File: src/sv/sorted_interval_gap_clustering_top_defines.svh
// ----------------------------------------------------------------------------
// sorted_interval_gap_clustering_top_defines
// assertion macros shared by the gap clustering modules
// ----------------------------------------------------------------------------
`ifndef SORTED_INTERVAL_GAP_CLUSTERING_TOP_DEFINES_SVH
`define SORTED_INTERVAL_GAP_CLUSTERING_TOP_DEFINES_SVH

// same-cycle implication, sampled on i_clk, off during reset
`define SIGC_ASSERT_NOW(lbl, ante, cons, msg) \
    lbl: assert property (@(posedge i_clk) disable iff (!i_rst_n) (ante) |-> (cons)) \
        else $error(msg);

// next-cycle implication, sampled on i_clk, off during reset
`define SIGC_ASSERT_NXT(lbl, ante, cons, msg) \
    lbl: assert property (@(posedge i_clk) disable iff (!i_rst_n) (ante) |=> (cons)) \
        else $error(msg);

`endif

File: src/sv/sigc_pkg.sv
// ----------------------------------------------------------------------------
// sigc_pkg
// widths, defaults and shared types of the gap clustering block
// ----------------------------------------------------------------------------
package sigc_pkg;

    localparam int CHROM_W = 7;
    localparam int COORD_W = 31;
    localparam int LEN_W   = 32;
    localparam int RC_W    = 18;
    localparam int NUM_W   = 17;

    localparam int NUM_CHROMS_DEF  = 128;
    localparam int MAX_REGIONS_DEF = 131072;

    localparam logic [COORD_W-1:0] MIN_GAP_RESET = COORD_W'(500);

    localparam int S_TDATA_W = 72;
    localparam int M_TDATA_W = 192;

    // event queue between front and back
    localparam int Q_DEPTH = 4;
    localparam int Q_AW    = 2;
    localparam int QC_W    = 3;

    // push counts from the front
    localparam logic [1:0] PUSH_NONE = 2'd0;
    localparam logic [1:0] PUSH_ONE  = 2'd1;
    localparam logic [1:0] PUSH_TWO  = 2'd2;

    // one closed cluster on its way to the back
    typedef struct packed {
        logic [CHROM_W-1:0] chrom;
        logic [COORD_W-1:0] start;
        logic [COORD_W-1:0] stop;
        logic [RC_W-1:0]    count;
        logic               is_last;
    } t_event;

    typedef struct packed {
        logic [1:0] n;
        t_event     ev0;
        t_event     ev1;
    } t_push;

endpackage

File: src/sv/sigc_ram.sv
// ----------------------------------------------------------------------------
// sigc_ram
// generic single write, single read ram with registered read data
// ----------------------------------------------------------------------------
module sigc_ram #(
    parameter int WIDTH = 18,
    parameter int DEPTH = 128,
    localparam int AW   = (DEPTH > 1) ? $clog2(DEPTH) : 1
) (
    input  logic             i_clk,
    input  logic             i_wr_en,
    input  logic [AW-1:0]    i_wr_addr,
    input  logic [WIDTH-1:0] i_wr_data,
    input  logic             i_rd_en,
    input  logic [AW-1:0]    i_rd_addr,
    output logic [WIDTH-1:0] o_rd_data
);

    logic [WIDTH-1:0] r_mem [DEPTH];
    logic [WIDTH-1:0] r_rd_data;

    // read returns the old contents on a same-address write
    always_ff @(posedge i_clk) begin
        if (i_wr_en) begin
            r_mem[i_wr_addr] <= i_wr_data;
        end
        if (i_rd_en) begin
            r_rd_data <= r_mem[i_rd_addr];
        end
    end

    assign o_rd_data = r_rd_data;

endmodule

File: src/sv/sigc_front.sv
// ----------------------------------------------------------------------------
// sigc_front
// holds the open cluster, decides splits and emits closed clusters
// ----------------------------------------------------------------------------
module sigc_front
    import sigc_pkg::*;
#(
    parameter int MAX_REGIONS = MAX_REGIONS_DEF,
    localparam int CNT_W      = $clog2(MAX_REGIONS + 1)
) (
    input  logic               i_clk,
    input  logic               i_rst_n,
    input  logic               i_cfg_valid,
    input  logic [COORD_W-1:0] i_cfg_data,
    input  logic               i_accept,
    input  logic [CHROM_W-1:0] i_chrom,
    input  logic [COORD_W-1:0] i_start,
    input  logic [COORD_W-1:0] i_stop,
    input  logic               i_final,
    output t_push              o_push
);

    logic               r_min_gap;
    logic [COORD_W-1:0] r_gap;
    logic               r_open;
    logic [CHROM_W-1:0] r_chrom;
    logic [COORD_W-1:0] r_start;
    logic [COORD_W-1:0] r_max_end;
    logic [CNT_W-1:0]   r_cnt;

    logic               split;
    logic               merge;
    logic [COORD_W-1:0] gap;
    logic [CHROM_W-1:0] n_chrom;
    logic [COORD_W-1:0] n_start;
    logic [COORD_W-1:0] n_max_end;
    logic [CNT_W-1:0]   n_cnt;
    logic [CNT_W+RC_W-1:0] old_cnt_ext;
    logic [CNT_W+RC_W-1:0] new_cnt_ext;
    t_event             ev_old;
    t_event             ev_fin;

    assign gap   = i_start - r_max_end;
    assign split = r_open && ((i_chrom != r_chrom) ||
                   ((i_start > r_max_end) && (gap > r_gap)));
    assign merge = r_open && !split;

    always_comb begin
        if (merge) begin
            n_chrom   = r_chrom;
            n_start   = r_start;
            n_max_end = (i_stop > r_max_end) ? i_stop : r_max_end;
            n_cnt     = (r_cnt < CNT_W'(MAX_REGIONS)) ? r_cnt + CNT_W'(1) : r_cnt;
        end else begin
            n_chrom   = i_chrom;
            n_start   = i_start;
            n_max_end = i_stop;
            n_cnt     = CNT_W'(1);
        end
    end

    assign old_cnt_ext = {{RC_W{1'b0}}, r_cnt};
    assign new_cnt_ext = {{RC_W{1'b0}}, n_cnt};

    always_comb begin
        ev_old.chrom   = r_chrom;
        ev_old.start   = r_start;
        ev_old.stop    = r_max_end;
        ev_old.count   = old_cnt_ext[RC_W-1:0];
        ev_old.is_last = 1'b0;
        ev_fin.chrom   = n_chrom;
        ev_fin.start   = n_start;
        ev_fin.stop    = n_max_end;
        ev_fin.count   = new_cnt_ext[RC_W-1:0];
        ev_fin.is_last = 1'b1;
    end

    always_comb begin
        o_push.n   = PUSH_NONE;
        o_push.ev0 = ev_old;
        o_push.ev1 = ev_fin;
        if (i_accept) begin
            priority if (split && i_final) begin
                o_push.n = PUSH_TWO;
            end else if (split) begin
                o_push.n = PUSH_ONE;
            end else if (i_final) begin
                o_push.n   = PUSH_ONE;
                o_push.ev0 = ev_fin;
            end
        end
    end

    always_ff @(posedge i_clk) begin
        if (!i_rst_n) begin
            r_min_gap <= 1'b0;
            r_gap     <= MIN_GAP_RESET;
            r_open    <= 1'b0;
        end else begin
            if (i_cfg_valid) begin
                r_gap     <= i_cfg_data;
                r_min_gap <= 1'b1;
            end
            if (i_accept) begin
                r_open <= !i_final;
            end
        end
    end

    always_ff @(posedge i_clk) begin
        if (i_accept) begin
            r_chrom   <= n_chrom;
            r_start   <= n_start;
            r_max_end <= n_max_end;
            r_cnt     <= n_cnt;
        end
    end

    `include "sorted_interval_gap_clustering_top_defines.svh"

    `SIGC_ASSERT_NOW(a_fe_split_needs_open, split, r_open, "split without open cluster")
    `SIGC_ASSERT_NXT(a_fe_final_closes, i_accept && i_final, !r_open, "final left cluster open")
    `SIGC_ASSERT_NXT(a_fe_cfg_taken, i_cfg_valid, r_min_gap, "config write not taken")

endmodule

File: src/sv/sigc_queue.sv
// ----------------------------------------------------------------------------
// sigc_queue
// short event queue, up to two pushes and one pop per cycle
// ----------------------------------------------------------------------------
module sigc_queue
    import sigc_pkg::*;
(
    input  logic   i_clk,
    input  logic   i_rst_n,
    input  t_push  i_push,
    input  logic   i_pop,
    output t_event o_head,
    output logic   o_head_valid,
    output logic   o_room
);

    t_event          r_q [Q_DEPTH];
    logic [Q_AW-1:0] r_wp;
    logic [Q_AW-1:0] r_rp;
    logic [QC_W-1:0] r_cnt;
    logic            pop;

    assign o_head       = r_q[r_rp];
    assign o_head_valid = (r_cnt != QC_W'(0));
    assign pop          = i_pop && o_head_valid;
    // room for the worst case of two events
    assign o_room       = (r_cnt <= QC_W'(Q_DEPTH - 2));

    always_ff @(posedge i_clk) begin
        if (i_push.n != PUSH_NONE) begin
            r_q[r_wp] <= i_push.ev0;
        end
        if (i_push.n == PUSH_TWO) begin
            r_q[r_wp + Q_AW'(1)] <= i_push.ev1;
        end
    end

    always_ff @(posedge i_clk) begin
        if (!i_rst_n) begin
            r_wp  <= '0;
            r_rp  <= '0;
            r_cnt <= '0;
        end else begin
            r_wp  <= r_wp + Q_AW'(i_push.n);
            r_rp  <= r_rp + Q_AW'(pop);
            r_cnt <= r_cnt + QC_W'(i_push.n) - QC_W'(pop);
        end
    end

    `include "sorted_interval_gap_clustering_top_defines.svh"

    `SIGC_ASSERT_NOW(a_q_no_overflow, i_push.n != PUSH_NONE, (r_cnt + QC_W'(i_push.n)) <= QC_W'(Q_DEPTH), "queue overflow")
    `SIGC_ASSERT_NOW(a_q_push_legal, 1'b1, i_push.n != 2'd3, "bad push count")

endmodule

File: src/sv/sigc_back.sv
// ----------------------------------------------------------------------------
// sigc_back
// per-chromosome counts, ordinals, longest length and the output register
// ----------------------------------------------------------------------------
module sigc_back
    import sigc_pkg::*;
#(
    parameter int NUM_CHROMS  = NUM_CHROMS_DEF,
    parameter int MAX_REGIONS = MAX_REGIONS_DEF,
    localparam int CNT_W      = $clog2(MAX_REGIONS + 1),
    localparam int TBL_DEPTH  = (NUM_CHROMS < (1 << CHROM_W)) ? NUM_CHROMS : (1 << CHROM_W),
    localparam int AW         = (TBL_DEPTH > 1) ? $clog2(TBL_DEPTH) : 1
) (
    input  logic                 i_clk,
    input  logic                 i_rst_n,
    input  t_event               i_head,
    input  logic                 i_head_valid,
    output logic                 o_pop,
    output logic                 o_m_tvalid,
    input  logic                 i_m_tready,
    output logic [M_TDATA_W-1:0] o_m_tdata,
    output logic                 o_m_tuser,
    output logic                 o_m_tlast
);

    // stage b: event plus table read data
    logic                 r_b_valid;
    t_event               r_b_ev;
    logic [TBL_DEPTH-1:0] r_tv;
    logic                 r_fw_valid;
    logic [AW-1:0]        r_fw_addr;
    logic [CNT_W-1:0]     r_fw_cnt;
    logic [NUM_W-1:0]     r_num;
    logic [LEN_W-1:0]     r_best;

    logic                 r_o_valid;
    logic [M_TDATA_W-1:0] r_o_data;
    logic                 r_o_user;
    logic                 r_o_last;

    logic                  out_ready;
    logic                  b_adv;
    logic                  b_ready;
    logic [CHROM_W+AW-1:0] head_ext;
    logic [CHROM_W+AW-1:0] b_ext;
    logic [AW-1:0]         head_addr;
    logic [AW-1:0]         b_addr;
    logic [CNT_W-1:0]      rd_data;
    logic                  in_tbl;
    logic [CNT_W-1:0]      old_cnt;
    logic [CNT_W-1:0]      new_cnt;
    logic [CNT_W-1:0]      ccount;
    logic [CNT_W+RC_W-1:0] ccount_ext;
    logic [LEN_W-1:0]      b_len;
    logic                  longer;
    logic [LEN_W-1:0]      n_best;
    logic [M_TDATA_W-1:0]  n_o_data;

    assign out_ready = !r_o_valid || i_m_tready;
    assign b_adv     = r_b_valid && out_ready;
    assign b_ready   = !r_b_valid || out_ready;
    assign o_pop     = i_head_valid && b_ready;

    assign head_ext  = {{AW{1'b0}}, i_head.chrom};
    assign b_ext     = {{AW{1'b0}}, r_b_ev.chrom};
    assign head_addr = head_ext[AW-1:0];
    assign b_addr    = b_ext[AW-1:0];
    assign in_tbl    = (32'(r_b_ev.chrom) < TBL_DEPTH);

    sigc_ram #(
        .WIDTH (CNT_W),
        .DEPTH (TBL_DEPTH)
    ) u_cnt_ram (
        .i_clk     (i_clk),
        .i_wr_en   (b_adv && in_tbl && !r_b_ev.is_last),
        .i_wr_addr (b_addr),
        .i_wr_data (new_cnt),
        .i_rd_en   (o_pop),
        .i_rd_addr (head_addr),
        .o_rd_data (rd_data)
    );

    // the previous write lands in the same cycle as this read was issued
    always_comb begin
        if (r_fw_valid && (r_fw_addr == b_addr)) begin
            old_cnt = r_fw_cnt;
        end else if (in_tbl && r_tv[b_addr]) begin
            old_cnt = rd_data;
        end else begin
            old_cnt = '0;
        end
    end

    assign new_cnt    = (old_cnt < CNT_W'(MAX_REGIONS)) ? old_cnt + CNT_W'(1) : old_cnt;
    assign ccount     = in_tbl ? new_cnt : CNT_W'(1);
    assign ccount_ext = {{RC_W{1'b0}}, ccount};

    assign b_len  = (r_b_ev.stop >= r_b_ev.start) ?
                    (LEN_W'(r_b_ev.stop) - LEN_W'(r_b_ev.start) + LEN_W'(1)) : '0;
    assign longer = (b_len > r_best);
    assign n_best = longer ? b_len : r_best;

    assign n_o_data = M_TDATA_W'({n_best,
                                  ccount_ext[RC_W-1:0],
                                  r_num,
                                  r_b_ev.count,
                                  b_len,
                                  r_b_ev.stop,
                                  r_b_ev.start,
                                  r_b_ev.chrom});

    always_ff @(posedge i_clk) begin
        if (!i_rst_n) begin
            r_b_valid  <= 1'b0;
            r_o_valid  <= 1'b0;
            r_tv       <= '0;
            r_fw_valid <= 1'b0;
            r_num      <= '0;
            r_best     <= '0;
        end else begin
            if (b_ready) begin
                r_b_valid <= o_pop;
            end
            if (out_ready) begin
                r_o_valid <= r_b_valid;
            end
            if (b_adv) begin
                if (r_b_ev.is_last) begin
                    // end of stream: all stream state back to its reset value
                    r_tv       <= '0;
                    r_fw_valid <= 1'b0;
                    r_num      <= '0;
                    r_best     <= '0;
                end else begin
                    if (in_tbl) begin
                        r_tv[b_addr] <= 1'b1;
                        r_fw_valid   <= 1'b1;
                    end
                    r_num  <= r_num + NUM_W'(1);
                    r_best <= n_best;
                end
            end
        end
    end

    always_ff @(posedge i_clk) begin
        if (o_pop) begin
            r_b_ev <= i_head;
        end
        if (b_adv && in_tbl) begin
            r_fw_addr <= b_addr;
            r_fw_cnt  <= new_cnt;
        end
        if (b_adv) begin
            r_o_data <= n_o_data;
            r_o_user <= longer;
            r_o_last <= r_b_ev.is_last;
        end
    end

    assign o_m_tvalid = r_o_valid;
    assign o_m_tdata  = r_o_data;
    assign o_m_tuser  = r_o_user;
    assign o_m_tlast  = r_o_last;

    `include "sorted_interval_gap_clustering_top_defines.svh"

    `SIGC_ASSERT_NXT(a_bk_last_resets_num, b_adv && r_b_ev.is_last, r_num == '0, "ordinal not cleared")
    `SIGC_ASSERT_NOW(a_bk_new_longest, r_o_valid && r_o_user, r_o_data[LEN_W+RC_W+NUM_W+RC_W+LEN_W+2*COORD_W+CHROM_W-1 -: LEN_W] == r_o_data[LEN_W+2*COORD_W+CHROM_W-1 -: LEN_W], "new longest mismatch")
    `SIGC_ASSERT_NXT(a_bk_hold_on_stall, r_o_valid && !i_m_tready, r_o_valid && $stable(r_o_data), "result lost on stall")

endmodule

File: src/sv/sorted_interval_gap_clustering_top.sv
// ----------------------------------------------------------------------------
// sorted_interval_gap_clustering_top
// merges a sorted stream of genomic regions into gap-limited clusters
// ----------------------------------------------------------------------------
// Regions enter on the s_axis channel: tdata holds chrom [6:0], region_start
// [37:7] and region_end [68:38]; tlast marks the final region of the stream.
// Each closed cluster leaves on the m_axis channel as one beat; tuser carries
// new_longest and tlast marks the final cluster of the stream.
// A region is taken every cycle while tready is high; a region that closes a
// cluster and also ends the stream yields two beats.
// A closed cluster passes through the queue, stage b and the output register.
// The front keeps the open cluster and pushes closed clusters into a
// four-entry queue; the back reads and updates the per-chromosome count
// table (one ram port each way, registered read) and fills the output
// register. tready drops while the queue has fewer than two free entries.
// A stalled receiver holds the output beat; the queue then fills and the
// input side stops, nothing is dropped.
// The cfg channel writes min_gap (reset 500) and is ready outside reset;
// write it only while the block is idle. Both ready lines are low in reset,
// which clears the count table at once through valid bits, as a stream end does.
// ----------------------------------------------------------------------------
module sorted_interval_gap_clustering_top
    import sigc_pkg::*;
#(
    parameter int NUM_CHROMS  = NUM_CHROMS_DEF,
    parameter int MAX_REGIONS = MAX_REGIONS_DEF
) (
    input  logic                 i_clk,
    input  logic                 i_rst_n,
    input  logic                 i_s_axis_tvalid,
    output logic                 o_s_axis_tready,
    // chrom, region_start, region_end, zero fill
    input  logic [S_TDATA_W-1:0] i_s_axis_tdata,
    input  logic                 i_s_axis_tlast,
    output logic                 o_m_axis_tvalid,
    input  logic                 i_m_axis_tready,
    // cluster_chrom, cluster_start, cluster_end, cluster_length, region_count,
    // cluster_number, chrom_cluster_count, longest_length, zero fill
    output logic [M_TDATA_W-1:0] o_m_axis_tdata,
    // new_longest
    output logic                 o_m_axis_tuser,
    output logic                 o_m_axis_tlast,
    input  logic                 i_cfg_valid,
    output logic                 o_cfg_ready,
    input  logic [COORD_W-1:0]   i_cfg_data
);

    t_push  push;
    t_event head;
    logic   head_valid;
    logic   pop;
    logic   room;
    logic   accept;
    logic [M_TDATA_W-1:0] m_tdata;

    assign o_cfg_ready     = i_rst_n;
    assign o_s_axis_tready = room && i_rst_n;
    assign accept          = i_s_axis_tvalid && o_s_axis_tready;

    sigc_front #(
        .MAX_REGIONS (MAX_REGIONS)
    ) u_front (
        .i_clk       (i_clk),
        .i_rst_n     (i_rst_n),
        .i_cfg_valid (i_cfg_valid),
        .i_cfg_data  (i_cfg_data),
        .i_accept    (accept),
        .i_chrom     (i_s_axis_tdata[CHROM_W-1:0]),
        .i_start     (i_s_axis_tdata[CHROM_W+COORD_W-1:CHROM_W]),
        .i_stop      (i_s_axis_tdata[CHROM_W+2*COORD_W-1:CHROM_W+COORD_W]),
        .i_final     (i_s_axis_tlast),
        .o_push      (push)
    );

    sigc_queue u_queue (
        .i_clk        (i_clk),
        .i_rst_n      (i_rst_n),
        .i_push       (push),
        .i_pop        (pop),
        .o_head       (head),
        .o_head_valid (head_valid),
        .o_room       (room)
    );

    sigc_back #(
        .NUM_CHROMS  (NUM_CHROMS),
        .MAX_REGIONS (MAX_REGIONS)
    ) u_back (
        .i_clk        (i_clk),
        .i_rst_n      (i_rst_n),
        .i_head       (head),
        .i_head_valid (head_valid),
        .o_pop        (pop),
        .o_m_tvalid   (o_m_axis_tvalid),
        .i_m_tready   (i_m_axis_tready),
        .o_m_tdata    (m_tdata),
        .o_m_tuser    (o_m_axis_tuser),
        .o_m_tlast    (o_m_axis_tlast)
    );

    assign o_m_axis_tdata = m_tdata;

endmodule

File: config.mk
export PLATFORM = sky130hd
export DESIGN_NAME = sorted_interval_gap_clustering_top
export DESIGN_NICKNAME = d
export VERILOG_FILES = /design/src/sv/sigc_pkg.sv /design/src/sv/sigc_ram.sv /design/src/sv/sigc_front.sv /design/src/sv/sigc_queue.sv /design/src/sv/sigc_back.sv /design/src/sv/sorted_interval_gap_clustering_top.sv
export VERILOG_INCLUDE_DIRS = /design/src /design/src/sv
export SDC_FILE = /design/constraint.sdc
export NUM_CORES = 2
export LEC_CHECK = 0
export ABC_AREA = 1
export BUFFER_PORTS_ARGS = -buffer_cell sky130_fd_sc_hd__buf_2
export CORE_MARGIN = 2
export CORE_UTILIZATION = 55
export CTS_CLUSTER_SIZE = 12
export DETAILED_ROUTE_END_ITERATION = 8
export GPL_TIMING_DRIVEN = 0
export PLACE_DENSITY = 0.72
export SYNTH_ARGS = -nofsm -noshare
export SYNTH_HDL_FRONTEND = slang
export SYNTH_SLANG_ARGS = --single-unit
File: constraint.sdc
create_clock -name i_clk -period 7.5 [get_ports i_clk]
set_input_delay 0.375 -clock i_clk [delete_from_list [all_inputs] [get_ports i_clk]]
set_output_delay 0.375 -clock i_clk [all_outputs]
set_load 0.01 [all_outputs]
==> results by stage <==
Logic synthesis:
- For this run, the number of Yosys warnings is 0.
- The fraction of the mapped netlist area in simple logic gates is 14.24%.
- Yosys attributes the largest share of cell area to sky130_fd_sc_hd__edfxtp_1, sky130_fd_sc_hd__nor2_1, sky130_fd_sc_hd__nand2_1, sky130_fd_sc_hd__o21ai_0, sky130_fd_sc_hd__dfxtp_1.
- The post-synthesis xor/xnor area fraction is 0.5557%.
- The number of flops mapped to enable cells by yosys is 3033.
- The cell area after technology mapping is 140000 µm².
- sky130_fd_sc_hd__edfxtp_1 takes more of the synthesized area than any other cell.
- Synthesis handed over a netlist of 12230 instances.
- In the synthesized netlist the async set-or-reset flop fraction comes to 0%.
- The fraction of the mapped netlist area in compound gates is 11.15%.
- In this run the biggest area consumer among cell types represents 65.04% of the synthesized area.
- By count the netlist is led by sky130_fd_sc_hd__edfxtp_1, sky130_fd_sc_hd__nor2_1, sky130_fd_sc_hd__nand2_1, sky130_fd_sc_hd__o21ai_0, sky130_fd_sc_hd__nand3_1.
- Counting flops and latches in the post-synthesis netlist gives 3256.
- The cell with the most instances after synthesis is sky130_fd_sc_hd__edfxtp_1.
- The synthesized netlist devotes 2.012% of its cell area to adder and majority cells.
- The post-synthesis sequential area ratio is 68.22%.
- The synthesized area per cell is 11.45 µm².
- The most instantiated flip-flop cell in the synthesis netlist is sky130_fd_sc_hd__edfxtp_1.
- By area, the combinational part of the netlist is dominated by simple AND/OR/NAND/NOR gates.
- The number of distinct standard cells referenced by the synthesized netlist is 65.
- The share of cell area taken by muxes after synthesis is 0%.

CTS:
- The count of H-tree levels built during CTS is 5.
- Counting the buffers created by CTS gives 353.
- The tree is rooted in a sky130_fd_sc_hd__clkbuf_16.
- The CTS tree is built.
- The tree built by TritonCTS fans out to 3256 sinks.
- The buffer levels on the longest clock path is 4.
- The clock latency on the worst-skew pair is 1030 ps.
- The clock edge transition at the registers on the reported setup and hold paths is 60 ps.

Setup path:
- The slowest cell on the critical path is sky130_fd_sc_hd__edfxtp_1.
- STA puts the critical path data arrival time at 7870 ps.
- For this run, the slowest stage of the critical path takes 540 ps.
- The termination of the worst setup path is u_queue.r_q[2][75]$_DFFE_PP_.
- The worst register-to-register path ends at u_queue.r_q[2][75]$_DFFE_PP_.
- The category of the critical setup timing path is flop to flop.
- In this run the worst path has a maximum fanout of 10.
- The worst setup path is captured at a flop.
- The category of the worst setup path launch point is a flop.
- The worst register-to-register path has a depth of 32.
- Data on the critical path is required at its endpoint by 8230 ps.
- The launch point of the worst reg-to-reg path is u_front.r_max_end[0]$_DFFE_PP_.
- The register-to-register setup slack is 360 ps.
- The critical path's most frequent cell is sky130_fd_sc_hd__nand2_1.
- The startpoint of the worst setup timing path is u_front.r_max_end[0]$_DFFE_PP_.

Die:
- The overall die width is 508.6 µm.
- The cell row count is 185.
- The die footprint is 258700 µm².
- The die height is 508.6 µm.
- Once the floorplan was initialized, standard cells occupied 55.20% of the core.
- The area of the core is 253700 µm².
- The number of top-level pins is 306.

Timing:
- The hold violation count in the final report is 0.
- Setup repair after global routing left no endpoint under its margin.
- Dividing the final minimum period by the clock period gives 95.24%.
- At the pin with the least slew margin, the transition time is 1604 ps.
- The minimum clock period is 7143 ps.
- The final count of negative-setup-slack endpoints is 0.
- The tightest slew margin relative to the limit is -6.910%.
- The final worst clock skew is 112.5 ps.
- The number of slew-limit violations in the final report is 11.
- Based on the critical path, the design can be clocked at up to 140.0 MHz.

Drt:
- The number of remaining DRC errors is 0.
- The average via count per standard cell is 6.352.
- The first-pass iteration count of the detailed router is 8.
- The number of violations reported at the end of detailed-routing iteration 0 is 16731.
- Once detail routing completed, the nets flagged for antenna violations numbered 0.
- The total length of routed wires is 481.9 mm.
- For this block, the via count after detailed routing is 106747.
- The final routed wire length divided by cell count is 28.67 µm.

Layout:
- The area overhead of the layout relative to synthesis is 15.61%.
- The total area of sequential cells is 95540 µm².
- The count of non-filler cells in the finished layout is 16806.
- The fraction of final layout cells with drive strength greater than 1 is 12.24%.
- The net total in the final layout is 13514.
- The post-route core utilization is 63.82%.
- The multi-input combinational cell area is 39810 µm².
- The count of filler cells inserted in the layout is 18902.

Pwr:
- The logic gate share of total power is 44.2%.
- The switching portion of total power is 44.56%.
- The share of total power dissipated in sequential elements is 32.2%.
- VDD sags by at most 313.9 µV.
- For this design the ratio of total power to cell area is 429.3 nW/µm².
- Summed over all cells, the static leakage comes to 58.05 nW.
- The share of total power dissipated in the clock network is 23.6%.
- Internal power comes to 38.53 mW.
- The switching power is 30.97 mW.

Status:
- The flow ran to the end, but the final reports show violations.
- The final reports fail on max-capacitance violations, max-slew violations.

Placement:
- The global placement routability congestion is 1.175.
- Input and output buffers added on the ports amount to 295.
- Counting tap cells, the placed design contains a total of 16110 instances.
- The detailed placer's ending HPWL is 342.4 mm.

Flow run:
- The reported max-cap violation count is 2.

Min path:
- The class of the tightest hold or removal check is input port to flop.

GRT:
- The maximum number of pins on one net before global-route repair is 81.
- Global routing used 36.51% of the available tracks.
- The via count of the first global-routing pass is 101432.
- The remaining global-route overflow is 0.
- The initial antenna violation count was 41.
- The first global-routing pass estimated 684.5 mm of wire.
## power groups by stage
stage | clock (mW) | combinational [mW] | sequential, mW
finish | 16.4 | 30.7 | 22.4
global route | 17.1 | 32.0 | 22.4
CTS | 16.4 | 29.3 | 22.4
detailed placement | 0 | 29.0 | 22.7
global placement | 0 | 28.2 | 22.9
floorplan | 0 | 16.1 | 22.5
## placed cells by master, fill, tap and decap left out, drive strengths merged, types with 227 or more instances in the layout
cell       n
nand3    676
or2      279
nand2   1683
o22ai    227
buf      762
o211ai   532
nor2    2091
o21ai   1159
inv      562
edfxtp  3033
clkbuf   985
## area by class of cell
cell class | count | share of cell area [%]
flip-flops and latches | 3256 | 59.01
multi-input cells | 7653 | 24.59
clock buffers | 464 | 5.860
repair buffers | 598 | 3.895
well taps | 3366 | 2.601
plain buffers | 769 | 2.014
inverters | 559 | 1.327
clock inverters | 114 | 0.6592
diodes | 27 | 0.04173
## critical path, delay by kind of cell, from the launching register on
family | cells | cell delay [ps]
adder cells (fa/ha/maj) | 4 | 1280
buffers and inverters | 4 | 1110
XOR/XNOR | 1 | 320
AND/OR/NAND/NOR | 15 | 2050
AO/OA/AOI/OAI | 8 | 1550
flip-flops | 1 | 540
## stage by stage
step,setup slack [ps],cell area [µm²],power (mW),hold WS (ps),setup TNS (ps)
2_1_floorplan,426.9,140100,38.54,400.3,0
3_3_place_gp,-8031,145700,51.12,413.9,-
3_5_place_dp,-236.5,150300,51.71,407.3,-34290
4_1_cts,82.81,161700,68.03,10.47,0
5_1_grt,18.36,161800,71.53,76.11,0
6_report,357.2,161900,69.50,43.67,0
## state kept, by name, summed over array words and instances, names as in the netlist, 2 cells and up
register	flops
u_back.b_addr	7
u_back.n_o_data	80
u_back.o_m_tdata	163
u_back.r_best	32
u_back.r_fw_addr	6
u_back.r_fw_cnt	17
u_back.r_num	17
u_back.r_tv	128
u_back.u_cnt_ram.o_rd_data	18
u_back.u_cnt_ram.r_mem	2304
u_front.r_chrom	7
u_front.r_cnt	18
u_front.r_gap	31
u_front.r_max_end	31
u_front.r_start	31
u_queue.r_cnt	3
u_queue.r_q	352
u_queue.r_rp	2
u_queue.r_wp	2
## per-layer routing
| metal | track usage, % | share of wire [%] |
|---|---|---|
| met4 | 24.34 | 7.9 |
| met1 | 46.45 | 35 |
| met3 | 9.043 | 13 |
| met5 | 0.1296 | 0.042 |
| met2 | 55.65 | 44 |
## how the worst min path moves through the flow
stage                                      endpoint  slack [ps]                            from  cells after the start
floorplan           u_back.o_m_tdata[101]$_DFFE_PP_         400  u_back.n_o_data[101]$_DFFE_PP_                      0
global placement    u_back.o_m_tdata[115]$_DFFE_PP_         410  u_back.n_o_data[115]$_DFFE_PP_                      0
detailed placement  u_back.o_m_tdata[102]$_DFFE_PP_         410  u_back.n_o_data[102]$_DFFE_PP_                      0
CTS                   u_front.r_start[15]$_DFFE_PP_          10              i_s_axis_tdata[22]                      5
global route          u_front.r_start[17]$_DFFE_PP_          80              i_s_axis_tdata[24]                      5
finish                u_front.r_start[15]$_DFFE_PP_          40              i_s_axis_tdata[22]                      5
## logic make-up after synthesis
| kind of cell | count (synthesis) |
|---|---|
| simple gates | 4819 |
| flops | 3256 |
| compound gates | 2521 |
| buf+inv | 1330 |
| fa+ha+maj | 215 |
| xor+xnor | 88 |
| other cells | 1 |
## repair_timing
item,4_1_cts,5_1_grt
buffers inserted,0,5
resized for setup,9,31
hold endpoints to repair,210,0
gates cloned,0,4
pin swaps,0,4
setup endpoints to repair,212,481
hold buffers,84,0
(Power assumes the default switching activity.)
